==> src/hdl/pfba_pkg.sv <==
// Shared types and constants for the page frame bitmap allocator.
`default_nettype none

package pfba_pkg;

    // Map word geometry: one bit per page, read a word at a time
    localparam int WORD_W = 32;
    localparam int LOG_W  = 5;

    // Internal page index width, wide enough for any 15-bit page total
    localparam int PAGE_W = 16;
    localparam int WIDX_W = PAGE_W - LOG_W;

    // Field widths
    localparam int FIELD_W    = 15;
    localparam int ADDR_W     = 26;
    localparam int PAGE_SHIFT = 12;

    // Configuration register indexes
    localparam int CFG_IDX_W = 2;
    localparam logic [CFG_IDX_W-1:0] CFG_TOTAL    = 2'd0;
    localparam logic [CFG_IDX_W-1:0] CFG_RESERVED = 2'd1;

    // Register reset values
    localparam logic [FIELD_W-1:0] TOTAL_RESET    = 15'd16384;
    localparam logic [FIELD_W-1:0] RESERVED_RESET = FIELD_W'(32'h00b0_0000 / 32'h1000);

    // Commands from the controller to the datapath
    typedef struct packed {
        logic clear;      // write one zero word of the clearing pass
        logic load;       // capture a request and the register snapshot
        logic scan;       // run the first-fit search pass
        logic upd_start;  // rewind for the mark and recount pass
        logic update;     // run the mark and recount pass
        logic out_load;   // load the result register
    } cmd_t;

    // Status from the datapath to the controller
    typedef struct packed {
        logic clr_last;   // clearing pass is at its last word
        logic scan_done;  // search ended, with or without a hit
        logic upd_done;   // mark and recount pass ended
    } sts_t;

endpackage

`default_nettype wire

==> src/hdl/pfba_ctrl.sv <==
// Controller state machine for the page frame bitmap allocator.
`default_nettype none

module pfba_ctrl (
    input  wire logic          clk,
    input  wire logic          rst_n,
    input  wire logic          in_valid,
    output logic               in_stall,
    output logic               out_valid,
    input  wire logic          out_stall,
    input  wire pfba_pkg::sts_t sts,
    output pfba_pkg::cmd_t     cmd
);

    typedef enum logic [2:0] {
        ST_CLEAR,
        ST_IDLE,
        ST_SCAN,
        ST_UPDATE,
        ST_FINISH
    } state_t;

    state_t state_reg;
    state_t state_next;
    logic   out_valid_reg;
    logic   out_valid_next;

    // Decode commands and the next state
    always_comb
    begin
        cmd            = '0;
        state_next     = state_reg;
        out_valid_next = out_valid_reg && out_stall;
        case (state_reg)
            ST_CLEAR:
            begin
                cmd.clear = 1'b1;
                if (sts.clr_last)
                begin
                    state_next = ST_IDLE;
                end
            end
            ST_IDLE:
            begin
                if (in_valid)
                begin
                    cmd.load   = 1'b1;
                    state_next = ST_SCAN;
                end
            end
            ST_SCAN:
            begin
                cmd.scan = 1'b1;
                if (sts.scan_done)
                begin
                    cmd.upd_start = 1'b1;
                    state_next    = ST_UPDATE;
                end
            end
            ST_UPDATE:
            begin
                cmd.update = 1'b1;
                if (sts.upd_done)
                begin
                    state_next = ST_FINISH;
                end
            end
            ST_FINISH:
            begin
                // Hold the finished request until the result register frees up
                if (!out_valid_reg || !out_stall)
                begin
                    cmd.out_load   = 1'b1;
                    out_valid_next = 1'b1;
                    state_next     = ST_IDLE;
                end
            end
            default:
            begin
                state_next = ST_IDLE;
            end
        endcase
    end

    // Hold state and the result valid flag
    always_ff @(posedge clk or negedge rst_n)
    begin
        if (!rst_n)
        begin
            state_reg     <= ST_CLEAR;
            out_valid_reg <= 1'b0;
        end
        else
        begin
            state_reg     <= state_next;
            out_valid_reg <= out_valid_next;
        end
    end

    assign in_stall  = (state_reg != ST_IDLE);
    assign out_valid = out_valid_reg;

endmodule

`default_nettype wire

==> config.mk <==
export PLATFORM = sky130hd
export DESIGN_NAME = pfba_ctrl
export DESIGN_NICKNAME = d
export VERILOG_FILES = /design/src/hdl/pfba_pkg.sv /design/src/hdl/pfba_ctrl.sv
export SDC_FILE = /design/constraint.sdc
export NUM_CORES = 1
export LEC_CHECK = 0
export BUFFER_PORTS_ARGS = -buffer_cell sky130_fd_sc_hd__buf_4
export CORE_AREA = 2 2 39 41
export CTS_BUF_LIST = sky130_fd_sc_hd__clkbuf_4 sky130_fd_sc_hd__clkbuf_8
export CTS_CLUSTER_SIZE = 24
export DETAILED_ROUTE_END_ITERATION = 16
export DIE_AREA = 0 0 41 43
export SYNTH_ARGS = -nofsm -noshare
export SYNTH_HDL_FRONTEND = slang
export SYNTH_SLANG_ARGS = --single-unit
==> constraint.sdc <==
create_clock -name clk -period 1.4 [get_ports clk]
set_input_delay 0.35 -clock clk [delete_from_list [all_inputs] [get_ports clk]]
set_output_delay 0.35 -clock clk [all_outputs]
set_load 0.02 [all_outputs]
**Word-level counts from Yosys, hierarchy flattened**

Index checks and enable logic that the tools add are counted.

- Bits in registers: 4
- Input bits: 7
- Logic and storage cells: 34

- Eq/ne operators: 10
- Mux-type cells: 16
- Reductions and logical operators: 6

Operator list:

| operator | count |
|---|---|
| two-way mux 3 bit | 5 |
| one-hot mux 3 bit (5 select lines) | 1 |
| inequality test 2 bit, second input constant | 5 |
| two-way mux 1 bit | 9 |
| == test 3 x 2 -> 1 bit, second input constant | 2 |
| AND reduction 5 bit | 1 |
| == test 3 x 1 -> 1 bit, second input constant | 1 |
| == test 3 bit, second input constant | 1 |
| zero test 3 bit | 1 |
| inequality test 3 x 1 -> 1 bit, second input constant | 1 |
| zero test 1 bit | 2 |
| two-way mux 2 bit | 1 |
| logical AND 1 bit | 1 |
| logical OR 1 bit | 1 |

**Logic depth before layout (Yosys ltp)**

- Depth after elaboration: 4
- Gate-level depth with buffers: 3
- Gate-level depth less buffers: 3

**Least setup slack after synthesis**

Ideal clock, no wire load.

- Path kind: reg-to-output
- From: register state_reg[2]
- To: output port cmd[2] in the netlist's numbering
- Data arrival time: 1.224 ns
- Data required time: 1.050 ns
- Setup slack: -0.174 ns
- Cell stages (with the launch flop): 4
- Cells stage by stage: dfrtp_1 > nand2b_2 > nor2_1 > and2_1

RTL lines:

| item | line | text |
|---|---|---|
| start: declaration | pfba_ctrl.sv:23 | `state_t state_reg;` |
| start signal: assignment | pfba_ctrl.sv:95 | `state_reg <= state_next;` |
| end: declaration | pfba_ctrl.sv:12 | `output pfba_pkg::cmd_t cmd` |

==> summary.txt <==
Status
  • Status: complete, but fails checks
  • Failing checks: setup timing

Worst setup path
  • CP most frequent cell: nand2b_4
  • Setup slack, reg-to-reg: 0.26 ns
  • Cell Chain, Critical Path: nand2b_4 -> nand2b_4 -> a21oi_2 -> buf_6
  • Critical path fanouts, max: 3
  • CP Class: flip-flop to output port
  • Worst path slowest cell: dfrtp_2
  • CP delay by family, top: flip-flops
  • Arrival time at the worst endpoint: 1.18 ns
  • Worst r2r path cells: 4
  • Crit. End Element: output port
  • Worst r2r dst: state_reg[0]
  • RR Startpoint: state_reg[2]
  • Setup crit start kind: flip-flop
  • CP Buf/Inv Count: 1
  • WP data required: 1.05 ns
  • Max incr delay on CP: 0.43 ns

Clock network
  • Clock slew seen by the registers of the worst setup and hold paths: 0.04 ns
  • CTS Sinks: 4
  • Clock root cell: clkbuf_4
  • Clock H-tree levels: 1
  • Num CTS Buffers: 3
  • Worst skew pair latency: 0.23 ns
  • CTS tree: done
  • Deepest clock path buffer count: 2

Run
  • Max-Cap Viols: 0

Floorplanning
  • Die Ht: 43 um
  • Starting Density: 0.165
  • Core area: roughly 1400 um^2
  • Die area: 1760 um^2
  • Row cnt: 14
  • Die width: 41 um
  • Io pins: 15

Pwr
  • Power Total: 1.14 mW
  • LEAKAGE: 0.261 nW
  • Power per cell area: around 2100 nW/um^2
  • Peak VDD IR: 0.641 mV

Timing
  • Slew HR: 0.850
  • Slew Limit Fails: 0
  • Actual slew at the worst max-slew pin: roughly 0.22 ns
  • Final Setup Violations: 5
  • RSZ-0062 raised after global routing: yes
  • Final clock skew: 0.000816 ns
  • Final TNS setup: -0.367 ns
  • Fmax: 652 MHz
  • Final WS setup: -0.134 ns
  • Tcrit/Tclk final: 1.10
  • Fin crit period: 1.53 ns
  • Final Hold Viols: 0
  • Hold_ws: 0.396 ns

Yosys
  • Synth area leaders: dfrtp_1 (44%), nand2_1 (9.9%), a221oi_2 (6.6%)
  • Ys Warns: 0
  • Synth unique cells: 13
  • Most frequent cell after synthesis: nand2_1
  • Register area share after synthesis: 0.440
  • Top cell type's share of synthesized area: 0.440
  • #FFs+latches synth: 4
  • Synthesized instance count: 28
  • Mapped Nets: 35
  • Post-synth top area cell: dfrtp_1
  • Fraction of registers with async set/reset: 1.00
  • Commonest cells post-synth: nand2_1 (6), dfrtp_1 (4), nor2_1 (4)
  • Synth Area per Inst: 8.13 um^2
  • EDFF count, synth: 0
  • Ys flop type: dfrtp_1
  • Synthesized area: 228 um^2

Routing
  • Detailed-route vias per instance: ~4
  • # DRC: 0
  • Drt first pass iters: 2
  • WL/cell: slightly above 9 um
  • WL final: 646 um
  • Total number of vias: around 280
  • Detail Route Antenna Nets: 0
  • DRT iter0 DRCs: 1

Global route
  • Largest net degree at the start of global routing: 8
  • Grt total ovfl: 0
  • Antenna violations before repair: 0
  • Vias in the first global route: 253
  • First-pass GRT wire length: around 900 um
  • GRT Total Usage: 0.0775

Finish
  • Layout area overhead: 133%
  • Layout Utilization: 0.383
  • Share of cells above drive strength 1: 0.759
  • Fillers: roughly 140
  • Final net count: 63
  • Non-filler instance count after layout: 70
  • Design Area, Final: 531 um^2
  • Max reg flops: 3
  • Diode count: 0

Worst hold path
  • WHS Path Cells: 3
  • Worst hold path type: input port to flip-flop
  • Critical hold path startpoint: out_stall
  • WHS Endpoint: out_valid

Placement
  • Area after DPL: 375 um^2
  • Pre-CTS setup slack: between 0.06 and 0.07 ns
  • Port Buffers: 14
  • Post-DP HPWL: 467 um
  • GPL Wtd Cong: 0.685
  • Post-Place Cells: 60
-- layout make-up --
type,instances,area [um^2],share of cell area
Clock buffer,3,22.5,0.0425
Inverter,1,3.75,0.00708
Multi-Input combinational cell,23,180,0.340
Sequential cell,4,103,0.193
Tap cell,16,20.0,0.0377
Timing Repair Buffer,23,201,0.380
-- how the worst max path moves through the flow --
stage                     slack, ns    startpoint  cells past startpoint      to
after floorplan               -0.03  state_reg[2]                      3  cmd[2]
after global placement         0.07  state_reg[1]                      4  cmd[0]
after detailed placement       0.07  state_reg[1]                      4  cmd[0]
after CTS                     -0.14  state_reg[1]                      4  cmd[0]
after global routing          -0.19  state_reg[1]                      4  cmd[0]
final                         -0.13  state_reg[1]                      4  cmd[0]
-- layout by cell type (no fill, tap or decap) --
master,count
buf_6,7
a21oi_1,1
nor2_2,1
o21ai_0,1
nor2_4,2
and2_4,1
clkbuf_4,3
nor3_2,2
or2_2,1
nand2_2,1
dfrtp_1,2
nand2_1,5
dfrtp_2,2
inv_2,1
buf_4,15
dlygate4sd3_1,1
nor2_1,1
a221oi_2,1
a21oi_2,1
nand2b_4,3
o22ai_1,2
-- layer usage --
metal	up-vias	wire length, um	track usage
li1	147	-	-
met1	126	234	0.0877
met3	0	43	0.0157
met4	0	0	0.0600
met2	8	368	0.119
met5	-	0	0
-- tightest hold or removal path, cell delays in order --
cell and delay [ns]:
buf_4 0.09, nand2_1 0.08, nand2_1 0.07
-- repair_timing --
action                                  4_1_cts  5_1_grt
pin swaps                                     0        2
buffers inserted                              2        4
gates cloned                                  0        0
hold buffers                                  1        0
endpoints found under the setup margin        7        7
endpoints found under the hold margin         4        0
resized for setup                            12        9
-- where the power goes --
group          internal [mW]  switching (mW)
clock network         0.0955          0.0410
registers              0.164          0.0689
logic                  0.412           0.357
total                  0.672           0.467
-- logic make-up after synthesis --
logic type,Yosys count,synth area share
compound gates,6,0.187
flops,4,0.440
simple gates,17,0.357
buf+inv,1,0.0165
No activity file was read; power rests on OpenSTA's default activity.
